`config.mk`:
```
export PLATFORM = sky130hd
export DESIGN_NAME = ngel_ram
export DESIGN_NICKNAME = d
export VERILOG_FILES = /design/src/hdl/ngel_ram.sv
export SDC_FILE = /design/constraint.sdc
export NUM_CORES = 1
export LEC_CHECK = 0
export ABC_AREA = 1
export BUFFER_PORTS_ARGS = -buffer_cell sky130_fd_sc_hd__buf_4
export CAP_MARGIN = 20
export CORE_UTILIZATION = 60
export CTS_BUF_LIST = sky130_fd_sc_hd__clkbuf_4 sky130_fd_sc_hd__clkbuf_8
export CTS_CLUSTER_DIAMETER = 150
export CTS_CLUSTER_SIZE = 40
export DETAILED_ROUTE_END_ITERATION = 7
export GPL_TIMING_DRIVEN = 0
export PLACE_DENSITY = 0.79
export SYNTH_ARGS = -nofsm -noshare
export SYNTH_HDL_FRONTEND = slang
export SYNTH_SLANG_ARGS = --single-unit
```
`constraint.sdc`:
```
create_clock -name clk -period 2.7 [get_ports clk]
set_input_delay 0.405 -clock clk [delete_from_list [all_inputs] [get_ports clk]]
set_output_delay 0.405 -clock clk [all_outputs]
set_load 0.005 [all_outputs]
```
`src/hdl/ngel_ram.sv`:
```
// ----------------------------------------------------------------------------
// ngel_ram - simple dual port RAM
// One write port and one read port with registered read data.
// ----------------------------------------------------------------------------
`default_nettype none

module ngel_ram #(
    parameter int WIDTH  = 24,
    parameter int DEPTH  = 32,
    parameter int ADDR_W = $clog2(DEPTH)
) (
    input  wire logic              clk,
    input  wire logic              we,
    input  wire logic [ADDR_W-1:0] waddr,
    input  wire logic [WIDTH-1:0]  wdata,
    input  wire logic [ADDR_W-1:0] raddr,
    output logic      [WIDTH-1:0]  rdata
);

    logic [WIDTH-1:0] mem [DEPTH];

    always_ff @(posedge clk)
    begin
        if (we)
        begin
            mem[waddr] <= wdata;
        end
        rdata <= mem[raddr];
    end

endmodule

`default_nettype wire

```
==> impl_metrics.yaml <==
pwr:
  leakage_uw: 0.01242
  peakVddDrop_uv: 613.0
  p_per_area_nw_per_um2: 583.1
  finalPower_uw: 19760
placement:
  gp_congestion: 1.011
  dp_hpwl_mm: 59.71
  port_buffers: 56
  dpl.cell_count: 3419
final_layout:
  syn_to_final_growth_pct: 6.685
  layout-drive-gt1-share: 0.1032
  num_antenna_cells: 0
  nets: 2800
  finalNonFillerCells: 3451
  finalCoreUtilization: 0.6539
  n_fill_cell: 3733
die:
  coreArea_sq_um: 51820
  die_height_microns: 232.1
  ios: 60
  die_w_microns: 232.1
  dieArea_sq_um: 53860
  placementRows: 83
  start_util: 0.6129
worst_setup_path:
  r2r-start: "mem[5][1]$_DFFE_PP_"
  required_ns: 3.14
  critical_path_class: "in2reg"
  regToRegEndpoint: "rdata[1]$_DFF_P_"
  critPathMaxFanout: 15
  crit_path_start: "we"
  worst_setup_path_end_kind: "flip-flop"
  reg2reg_depth: 8
  setup.worst_path.start_class: "primary input"
  reg2reg_slack_ns: 1.30
  cp.arrival_ns: 2.26
worst_hold_path:
  hold_class: "in2reg"
  min_from: "raddr[4]"
  min_path_cells: 3
  holdPathEnd: "rdata[23]$_DFF_P_"
cts:
  post_cts_resized: 0
  post_cts_buffers: 0
  root_buffer: "clkbuf_8"
  cts_buffers: 23
  max-clock-path-buffers: 3
  cts_hold_buf: 0
  clk_latency_ns: 0.72
  htreeDepth: 1
  clkTransAtPathRegs_ns: 0.21
  clkSinkCount: 792
  cts_tree: "yes"
global_routing:
  grt_max_degree: 42
  grt_usage: 0.3327
  grt_pass1_wl_mm: 127.6
  first_global_vias: 20070
  antenna_found_initial: 5
  grt_remaining_overflow: 0
synth:
  avgSynthCellArea_sq_um: 11.92
  synth_cell_types: 14
  syn_nets: 2701
  ys_ff_latch: 792
  syn_area_sq_um: 31760
  ys_seq_area_frac: 0.7413
  netlist_instances: 2665
  yosys_warnings: 0
sta:
  whs_ns: 0.04851
  finalSetupViolations: 0
  clock.fmax_ghz: 0.5492
  rsz0062_at_grt: "false"
  final.setup_skew_ns: 0.04196
  finalHoldViolCount: 0
  worst_pin_slew_ns: 1.038
  period_needed_ns: 1.821
  slew_headroom: 0.3073
  drv_slew: 0
  fin_crit_sh: 0.6744
detailed_routing:
  postRouteAntennaNets: 0
  num_vias: 21260
  drt-initial-drc-count: 3248
  dr.pass1.iters: 5
  route.detailed.drc: 0
  viasPerCell: 6.161
  wl_mm: 88.97
  detail_route.wl_per_cell_microns: 25.78
run:
  cap_viol_max_count: 0
outcome:
  outcome: "complete, no violations"
where the power goes:
part,switching [uW],leakage (uW),total [uW],internal [uW]
combinational,1410,0.00509,1920,504
sequential,47.7,0.00712,13700,13600
clock,3230,0.000207,4140,910
total,4690,0.0124,19800,15100
registers in the layout, indices dropped and copies added, names as in the netlist:
name	flops
mem	768
rdata	24
cells in the mapped netlist (all sizes together):
cell type	instances	area, sq um
edfxtp	768	23060
nor2	32	120.1
buf	150	1010
clkbuf	13	48.80
dfxtp	24	480.5
inv	10	42.55
nand2	1080	4054
nand3	588	2943
worst max path at each step:
stage | endpoint | slack [ns] | cells past startpoint
floorplan | mem[0][0]$_DFFE_PP_ | 0.57 | 3
global placement | mem[10][3]$_DFFE_PP_ | -0.74 | 4
detailed placement | mem[14][9]$_DFFE_PP_ | 0.14 | 5
CTS | mem[15][7]$_DFFE_PP_ | 0.92 | 4
global route | mem[15][7]$_DFFE_PP_ | 0.82 | 4
finish | mem[15][9]$_DFFE_PP_ | 0.88 | 4
layer usage:
layer	global-route usage	part of all wire
met2	0.5118	0.45
met1	0.4686	0.38
met3	0.08227	0.14
met5	0	0.00019
met4	0.1108	0.038
final cells by class:
type                    count  area [sq um]  share of cell area
flip-flops and latches    792         23540              0.6948
multi-input cells        1700          7267              0.2145
plain buffers             163          1059             0.03124
well taps                 680         850.8             0.02511
repair buffers             74         737.0             0.02175
clock buffers              31         376.6             0.01111
inverters                  10         42.54            0.001255
clock inverters             1         8.758           0.0002585
kinds of logic after synthesis:
kind of cell / share of synthesized area
flip-flops: 0.7413
AND/OR/NAND/NOR: 0.2241
buffers and inverters: 0.03467
critical path, stage by stage:
cell and delay [ns]:
buf_4 0.11, nand3_1 0.45, nor2_2 0.99, buf_6 0.27
stage by stage:
| step | cell area (sq um) | worst slack, ns | TNS, ns |
|---|---|---|---|
| 2_1_floorplan | 31760 | 0.5654 | 0 |
| 3_3_place_gp | 33030 | -0.7418 | -317.64 |
| 3_5_place_dp | 33500 | 0.1439 | 0 |
| 4_1_cts | 33880 | 0.9196 | 0 |
| 5_1_grt | 33880 | 0.8166 | 0 |
| 6_report | 33880 | 0.8792 | 0 |
layout by cell type, fill, tap and decap left out, drive strengths merged:
cell,instances
edfxtp,768
nand2,1080
buf,224
clkbuf,44
inv,11
dfxtp,24
nor2,32
nand3,588
Power figures use the tool's default switching activity.
