$ cat src/hdl/ngel_pkg.sv
// ----------------------------------------------------------------------------
// ngel_pkg - shared types and constants for the nearest grid efficiency lookup
// Holds the request codes, the configuration register indexes, field widths
// and the result struct of the distance compare unit.
// ----------------------------------------------------------------------------
`default_nettype none

package ngel_pkg;

    // Request kinds carried in tuser.
    localparam logic [1:0] OP_WR_AXIS = 2'd0;
    localparam logic [1:0] OP_WR_CELL = 2'd1;
    localparam logic [1:0] OP_QUERY   = 2'd2;

    // Configuration register indexes.
    localparam logic [3:0] CFG_SPEED_POINTS = 4'd0;
    localparam logic [3:0] CFG_TORQUE_ROWS  = 4'd1;

    localparam int VAL_W     = 24;  // speed and torque, signed Q15.8
    localparam int DIST_W    = VAL_W + 1;
    localparam int EFF_W     = 15;
    localparam int HIT_W     = 5;
    localparam int COUNT_W   = 6;
    // Wide enough to compare any index or count against a table size of 256.
    localparam int IDX_CMP_W = 9;

    typedef struct packed {
        logic [DIST_W-1:0] span;
        logic              closer;
    } ngel_cmp_t;

endpackage

`default_nettype wire

$ cat src/hdl/ngel_dist_cmp.sv
// ----------------------------------------------------------------------------
// ngel_dist_cmp - absolute distance and compare unit
// Forms |sample - target| and flags whether it is below the best so far.
// Shared by the speed scan and the torque scan.
// ----------------------------------------------------------------------------
`default_nettype none

module ngel_dist_cmp
    import ngel_pkg::*;
(
    input  wire logic signed [VAL_W-1:0]  sample,
    input  wire logic signed [VAL_W-1:0]  target,
    input  wire logic        [DIST_W-1:0] best,
    output ngel_cmp_t                     result
);

    logic signed [DIST_W-1:0] diff;

    always_comb
    begin
        diff = DIST_W'(sample) - DIST_W'(target);
        // The magnitude of a 25-bit difference always fits 25 unsigned bits.
        result.span   = diff[DIST_W-1] ? DIST_W'(-diff) : DIST_W'(diff);
        result.closer = result.span < best;
    end

endmodule

`default_nettype wire

$ cat config.mk
export PLATFORM = sky130hd
export DESIGN_NAME = ngel_dist_cmp
export DESIGN_NICKNAME = d
export VERILOG_FILES = /design/src/hdl/ngel_pkg.sv /design/src/hdl/ngel_dist_cmp.sv
export SDC_FILE = /design/constraint.sdc
export NUM_CORES = 1
export LEC_CHECK = 0
export BUFFER_PORTS_ARGS = -buffer_cell sky130_fd_sc_hd__buf_2
export CELL_PAD_IN_SITES_DETAIL_PLACEMENT = 0
export CELL_PAD_IN_SITES_GLOBAL_PLACEMENT = 2
export CORE_UTILIZATION = 30
export DETAILED_ROUTE_END_ITERATION = 8
export MAX_ROUTING_LAYER = met4
export PLACE_DENSITY = 0.95
export SKIP_LAST_GASP = 1
export SLEW_MARGIN = 20
export SYNTH_ARGS = -nofsm -noshare
export SYNTH_HDL_FRONTEND = slang
export SYNTH_SLANG_ARGS = --single-unit
$ cat constraint.sdc
create_clock -name vclk -period 11.3
set_clock_uncertainty 0.15 [all_clocks]
set_input_delay 0.565 -clock vclk [all_inputs]
set_output_delay 0.565 -clock vclk [all_outputs]
set_load 0.02 [all_outputs]
==> flow_summary.json, run 1 <==
{
  "power_density_nw_per_um2": 96.10,
  "outcome": "complete, no violations",
  "fin_crit_sh_pct": 52.40,
  "vias": 2862,
  "intPower_mw": 0.1259,
  "setup.worst_path.class": "in2out",
  "wl_um": 7010,
  "grt_pass1_vias": 2757,
  "timing.hold.ws_ns": 1.428,
  "synth_fp_nets": 511,
  "die_area_sq_um": 9409,
  "power_mw": 0.3165,
  "post_cts_buffers": 0,
  "via_per_inst": 4.884,
  "rsz0062_at_grt": "no",
  "swShare_pct": 60.21,
  "antenna_cells": 0,
  "crit_required_ns": 10.59,
  "ios": 99,
  "fmax_ghz": 0.1689,
  "gp_congestion": 0.8424,
  "p_sw_mw": 0.1906,
  "slowest_delay_ns": 0.45,
  "combPwrFrac_pct": 100.0,
  "coreArea_sq_um": 8721,
  "finalMaxSlewViolations": 0,
  "power_frac_seq_pct": 0,
  "port_buffers": 99,
  "regArea_sq_um": 0,
  "start_util_pct": 31.05,
  "antenna_left": 0,
  "synth_warnings": 0,
  "crit_path_cell_trace": "buf_2 -> ha_1 -> a21o_1 -> a211o_1 -> o211a_1 -> nor3_1 -> o31ai_1 -> a211o_1 -> o211ai_1 -> o21ai_1 -> xnor2_1 -> ha_1 -> a21o_1 -> a21oi_1 -> nor2b_1 -> o21ai_0 -> nand2b_1 -> a21oi_1 -> o21ai_0 -> a41o_1 -> o21ai_0 -> buf_2",
  "grt_max_degree": 16,
  "area_delta_synth_final_pct": 21.63,
  "chipWidth_um": 97,
  "cpMostUsedCell": "o21ai_0",
  "p_clk_share_pct": 0,
  "syn_avg_cell_area_sq_um": 6.978,
  "worst_slew_pin_slew_ns": 0.9762,
  "grt_usage_pct": 15.25,
  "dp_hpwl_um": 6295,
  "grt_pass1_wl_um": 12150,
  "seq_area_frac_synth_pct": 0,
  "holdBufCountCts": 0,
  "critPathMaxFanout": 15,
  "clkbuf_count": 0,
  "cp_slowest_cell": "o211ai_1",
  "slew-limit-headroom_pct": 34.63,
  "arrival_ns": 5.21,
  "fin_nets": 603,
  "setup_viol": 0,
  "seq_cell_count": 0,
  "first_pass_iters": 4,
  "die_y_um": 97,
  "drc": 0,
  "max-cap-violations": 0,
  "pre_cts_ws_ns": 5.354,
  "hold_path_class": "in2out",
  "finalCriticalPeriod_ns": 5.922,
  "end_kind": "output port",
  "ctsResizeCount": 0,
  "antenna_found_initial": 0,
  "vdd_drop_max_v": 0.00002174,
  "startpoint_type": "input pin",
  "gr-total-overflow": 0,
  "synth.distinct_cells": 61,
  "p_leak_nw": 1.748,
  "wl_per_cell_um": 11.96,
  "setup_tns_ns": 0,
  "num_rows": 34,
  "worst_slack_ns": 5.378,
  "drive_above_1_share_pct": 24.90,
  "syn_area_sq_um": 2708,
  "hold_viol_final": 0,
  "syn_inst": 388,
  "drtIter0Drc": 87
}
cell usage in the layout (no fill, tap or decap), drive strengths merged, types with 2 or more instances in the layout:
master,instances
buf,99
inv,60
ha,49
o21ai,28
a21oi,27
nand2,26
xnor2,25
nor2,24
nor3,13
nand4,13
xor2,11
nand3,10
a21o,9
nand2b,8
o21a,7
a21boi,6
or3,6
o211ai,5
a31oi,4
nor4,4
and3,3
a211oi,3
o211a,3
o31ai,3
nor3b,3
and2,2
mux2i,2
a211o,2
o21bai,2
nor2b,2
or2,2
o41ai,2
a2111oi,2
cells in the mapped netlist, types with 2 or more instances:
| library cell | number | share of area (%) |
|---|---|---|
| inv_1 | 60 | 8.3 |
| ha_1 | 49 | 23 |
| a21oi_1 | 27 | 5.0 |
| nand2_1 | 26 | 3.6 |
| xnor2_1 | 25 | 8.1 |
| nor2_1 | 24 | 3.3 |
| o21ai_0 | 24 | 4.4 |
| nand4_1 | 12 | 2.8 |
| nor3_1 | 12 | 2.2 |
| nand3_1 | 10 | 1.8 |
| xor2_1 | 10 | 3.2 |
| a21o_1 | 9 | 2.5 |
| nand2b_1 | 8 | 1.8 |
| o21a_1 | 7 | 1.9 |
| a21boi_0 | 6 | 1.7 |
| or3_1 | 6 | 1.4 |
| clkbuf_1 | 5 | 0.69 |
| a31oi_1 | 4 | 0.92 |
| a211oi_1 | 3 | 0.83 |
| and3_1 | 3 | 0.69 |
| nor4_1 | 3 | 0.69 |
| o211a_1 | 3 | 1.1 |
| o211ai_1 | 3 | 0.83 |
| o21ai_1 | 3 | 0.55 |
| o31ai_1 | 3 | 0.83 |
| a211o_1 | 2 | 0.65 |
| and2_1 | 2 | 0.46 |
| buf_2 | 2 | 0.37 |
| mux2i_1 | 2 | 0.74 |
| nor3b_2 | 2 | 0.92 |
| o211ai_2 | 2 | 0.92 |
| o21bai_1 | 2 | 0.55 |
final timing paths:
check	startpoint	to	slack [ns]	cells after the start
worst max-delay path	sample[5]	result[0]	5.38	22
worst min-delay path	target[0]	result[1]	1.43	4
stage by stage:
stage	utilization, %	instances	cell area, sq um
final	37.76	586	3293
after global routing	37.76	586	3293
after CTS	37.76	586	3293
after detailed placement	37.76	586	3293
after global placement	37.76	586	3293
after floorplan	-	388	2708
cell families (layout without fill, tap and decap cells):
group,Yosys count,in the layout,share of synthesized area [%]
and+or+nand+nor,119,119,24.12
AOI/OAI and AO/OA,111,111,29.44
buffers and inverters,69,159,9.982
adders and majority gates,50,50,23.38
xor gates and xnor gates,36,36,11.92
muxes,3,3,1.155
worst max-delay path, delay by kind of cell:
kind | cells | cell delay [ns]
compound gates | 14 | 2.99
fa+ha+maj | 2 | 0.68
simple gates | 3 | 0.40
buf+inv | 2 | 0.28
xor+xnor | 1 | 0.27
power by group through the flow:
stage	logic (mW)	registers [mW]	clock network, mW
detailed placement	0.319	0	0
global route	0.353	0	0
global placement	0.316	0	0
floorplan	0.234	0	0
finish	0.316	0	0
CTS	0.320	0	0
final cells by class:
class / instances / area, sq um
repair buffers: 99 / 495.5
fillers: 958 / 5428
multi-input cells: 319 / 2437
inverters: 60 / 225.2
well taps: 108 / 135.1
metal layers:
layer,vias up,routed length [um],track usage (%)
li1,1566,-,-
met1,1248,3595,20.27
met2,48,3198,27.14
met3,0,217,0.7225
met4,0,0,0
met5,-,0,-
No activity file was read; power rests on OpenSTA's default activity.
==> run 2, diff against run 1 <==
- CORE_UTILIZATION: 30 -> 25
- PLACE_DENSITY: 0.95 -> 0.85
- clock period: 11.3 -> 4.8 ns (I/O delays scaled with it)
==> run 2 against run 1 <==
  * Combinational power grew to 2.7 times the previous value
  * Critical endpoint unchanged
  * Wire length rose by 11%
  * Non-clock buffer count rose by 43
  * Cell count is 12% higher
  * Via count grew 7.9%
  * Die area increased by 20%
  * Largest cell class unchanged
  * Power grew to 2.7 times the previous value
  * Sequential share of layout area is the same
  * First-iteration DRC count is 20% lower
  * Global-route usage shrank 1.6 points
  * Critical path depth rose by 4
==> flow_summary.json, run 2 (synthesized netlist as in run 1, its figures left out) <==
{
  "gp_congestion": 0.8558,
  "placed_cells": 650,
  "regArea_sq_um": 0,
  "combPwrFrac_pct": 100.0,
  "drtIter0Drc": 70,
  "vdd_drop_max_v": 0.0001184,
  "power_frac_seq_pct": 0,
  "intPower_mw": 0.3768,
  "grt_pass1_wl_um": 12740,
  "wl_per_cell_um": 11.81,
  "die_y_um": 106.1,
  "design_area_sq_um": 3782,
  "critPathMaxFanout": 5,
  "die_area_sq_um": 11250,
  "pre_cts_ws_ns": -0.08492,
  "ios": 99,
  "rsz0062_at_grt": "yes",
  "first_pass_iters": 4,
  "antenna_left": 0,
  "vias": 3088,
  "power_density_nw_per_um2": 229.6,
  "end_kind": "output port",
  "holdBufCountCts": 0,
  "drc": 0,
  "start_util_pct": 25.99,
  "layout_commonest_cell": "buf_2",
  "worst_slack_ns": 0.1542,
  "final_cell_mix": "buf_2, inv_1, ha_1",
  "grt_usage_pct": 13.62,
  "via_per_inst": 4.700,
  "final_util_pct": 36.31,
  "min_to": "result[1]",
  "multi_input_area_sq_um": 2562,
  "drive_above_1_share_pct": 34.55,
  "startpoint_type": "input pin",
  "whs_path_depth": 4,
  "coreArea_sq_um": 10420,
  "power_mw": 0.8684,
  "finalMaxSlewViolations": 0,
  "nFillCells": 1131,
  "swShare_pct": 56.61,
  "setup_tns_ns": 0,
  "worst_slew_pin_slew_ns": 0.7034,
  "antenna_found_initial": 0,
  "dp_hpwl_um": 6968,
  "wl_um": 7759,
  "setup.worst_path.class": "in2out",
  "grt_max_degree": 11,
  "timing.hold.ws_ns": 0.7625,
  "gr-total-overflow": 0,
  "antenna_cells": 0,
  "seq_cell_count": 0,
  "grt_pass1_vias": 2892,
  "placed_area_sq_um": 3613,
  "finalCriticalPeriod_ns": 4.646,
  "hold_viol_final": 0,
  "max-cap-violations": 0,
  "p_sw_mw": 0.4916,
  "min-delay-start": "target[0]",
  "outcome": "complete, no violations",
  "port_buffers": 99,
  "arrival_ns": 4.26,
  "p_clk_share_pct": 0,
  "hold_path_class": "in2out",
  "setup_viol": 0,
  "fmax_ghz": 0.2152,
  "slew-limit-headroom_pct": 52.94,
  "chipWidth_um": 106.1,
  "fin_nets": 646,
  "p_leak_nw": 1.980,
  "num_rows": 37,
  "clkbuf_count": 0,
  "fin_crit_sh_pct": 96.79,
  "area_delta_synth_final_pct": 39.70,
  "finalNonFillerCells": 657,
  "crit_required_ns": 4.41
}
## run 2: power by group through the flow
| stage | Combinational [mW] | Clock [mW] | Sequential [mW] |
|---|---|---|---|
| 4_1_cts | 0.830 | 0 | 0 |
| 6_report | 0.868 | 0 | 0 |
| 5_1_grt | 0.961 | 0 | 0 |
| 3_5_place_dp | 0.825 | 0 | 0 |
| 3_3_place_gp | 0.813 | 0 | 0 |
| 2_1_floorplan | 0.558 | 0 | 0 |
## run 2: what timing repair did
| action | CTS | global route |
|---|---|---|
| setup buffers | 0 | 7 |
| pin swaps | 0 | 15 |
| setup endpoints to repair | 1 | 1 |
| gates resized for setup | 3 | 22 |
## run 2: worst max-delay path by stage
stage / start / end / cells past startpoint
global route: sample[0] / result[0] / 26
floorplan: target[5] / result[0] / 23
finish: sample[0] / result[0] / 26
global placement: sample[0] / result[0] / 25
detailed placement: sample[0] / result[0] / 25
CTS: sample[0] / result[0] / 25
## run 2: area by class of cell
class	count	area share [%]
multi-input combinational	319	67.75
timing repair buffer	142	21.80
inverter	60	5.954
tap	136	4.499
## run 2: metal layers
metal,part of all wire [%],track usage (%)
met5,0,-
met4,0.62,1.190
met3,3.2,0.4905
met2,49,24.14
met1,48,17.83
## run 2: critical path, stage by stage
cell,delay (ns)
buf_2,0.10
inv_2,0.05
ha_4,0.13
fa_2,0.23
nor2b_4,0.05
o311a_4,0.31
o211a_4,0.26
nor3_4,0.25
o31ai_4,0.10
a211o_1,0.28
o211ai_1,0.09
buf_4,0.16
buf_4,0.11
nand2_1,0.06
o21ai_2,0.06
ha_1,0.24
a21boi_0,0.12
o21a_1,0.17
o21a_1,0.16
o21a_1,0.16
o21a_1,0.17
o21ai_2,0.17
a21oi_2,0.07
a41o_1,0.22
o21ai_2,0.13
buf_6,0.13
==> run 3, diff against run 2 <==
- clock period: 4.8 -> 4.2 ns (I/O delays scaled with it)
==> run 3 against run 2 <==
  * Count of clock-buffer cells in the layout is the same
  * The run now ends with setup timing left
  * Final area is 16% higher
  * Critical endpoint unchanged
  * Hold slack lost 0.052 ns
  * First-iteration DRC count decreased by 10%
  * Cell count up 12%
  * Sequential share of layout area did not move
  * Setup slack worse by 0.52 ns
  * Die area did not move
==> flow_summary.json, run 3 (synthesized netlist as in run 1, its figures left out) <==
{
  "power_mw": 1.202,
  "setup_viol": 1,
  "regArea_sq_um": 0,
  "critPathMaxFanout": 4,
  "violations": "setup timing",
  "max-cap-violations": 0,
  "die_area_sq_um": 11250,
  "design_area_sq_um": 4385,
  "outcome": "finished, violations left",
  "die_y_um": 106.1,
  "slew-limit-headroom_pct": 73.95,
  "first_pass_iters": 4,
  "clkbuf_count": 0,
  "chipWidth_um": 106.1,
  "whs_path_depth": 4,
  "gp_congestion": 0.8584,
  "power_density_nw_per_um2": 274.0,
  "worst_slew_pin_slew_ns": 0.3880,
  "antenna_left": 0,
  "layout_commonest_cell": "buf_4",
  "coreArea_sq_um": 10420,
  "setup.worst_path.class": "in2out",
  "num_rows": 37,
  "end_kind": "output port",
  "start_util_pct": 25.99,
  "drtIter0Drc": 63,
  "vias": 3364,
  "grt_pass1_wl_um": 14140,
  "final_cell_mix": "buf_4, buf_2, inv_1",
  "drive_above_1_share_pct": 42.81,
  "vdd_drop_max_v": 0.0001399,
  "startpoint_type": "input pin",
  "port_buffers": 99,
  "cp_slowest_cell": "o311a_4",
  "area_delta_synth_final_pct": 61.97,
  "crit_required_ns": 3.84,
  "antenna_found_initial": 0,
  "placed_area_sq_um": 4292,
  "placed_cells": 730,
  "multi_input_area_sq_um": 2571,
  "nFillCells": 1098,
  "hold_path_class": "in2out",
  "finalCriticalPeriod_ns": 4.566,
  "p_leak_nw": 2.364,
  "seq_cell_count": 0,
  "hold_viol_final": 0,
  "fin_crit_sh_pct": 108.7,
  "grt_usage_pct": 15.07,
  "timing.hold.ws_ns": 0.7106,
  "rsz0062_at_grt": "yes",
  "arrival_ns": 4.21,
  "finalNonFillerCells": 734,
  "dp_hpwl_um": 7520,
  "grt_max_degree": 9,
  "ios": 99,
  "holdBufCountCts": 0,
  "fin_nets": 723,
  "slowest_delay_ns": 0.33,
  "wl_per_cell_um": 11.15,
  "fmax_ghz": 0.2190,
  "worst_slack_ns": -0.3662,
  "drc": 0,
  "finalMaxSlewViolations": 0,
  "antenna_cells": 0,
  "wl_um": 8187,
  "cpMostUsedCell": "o21a_1",
  "gr-total-overflow": 0,
  "grt_pass1_vias": 3338,
  "via_per_inst": 4.583
}
run 3: power by group:
group,switching (mW),internal [mW]
logic,0.607,0.595
clock network,0,0
registers,0,0
run 3: area by class of cell:
class / instances / area share (%)
Inverter: 60 / 5.136
Tap cell: 136 / 3.880
Multi-Input combinational cell: 319 / 58.63
Timing Repair Buffer: 219 / 32.35
run 3: timing repair:
item / in CTS / in global routing
buffers inserted: 2 / 2
cloned: 0 / 0
setup endpoints to repair: 1 / 1
pin swaps: 5 / 11
resized for setup: 9 / 5
run 3: critical path, delay by kind of cell:
family	cells	cell delay, ns
AO/OA/AOI/OAI	15	2.56
AND/OR/NAND/NOR	3	0.33
adder cells (fa/ha/maj)	3	0.64
buffers and inverters	4	0.47
run 3: worst paths after layout:
path | start | endpoint | slack, ns
worst max-delay path | sample[0] | result[0] | -0.37
worst min-delay path | target[0] | result[1] | 0.71
run 3: metal layers:
layer / vias up / global-route usage (%) / share of wire (%)
met5: - / - / 0
met4: 0 / 2.183 / 1.3
met3: 8 / 0.3679 / 2.6
met2: 61 / 28.06 / 48
met1: 1490 / 18.44 / 48
li1: 1805 / - / -
run 3: per-stage QoR:
stage / setup TNS (ns) / worst slack (ns) / utilization (%)
after floorplan: -0.2110 / -0.2110 / -
after global placement: -0.4581 / -0.4581 / 41.20
after detailed placement: -0.5263 / -0.5263 / 41.20
after CTS: -0.3791 / -0.3791 / 41.75
after global routing: -0.5454 / -0.5454 / 42.10
final: -0.3662 / -0.3662 / 42.10
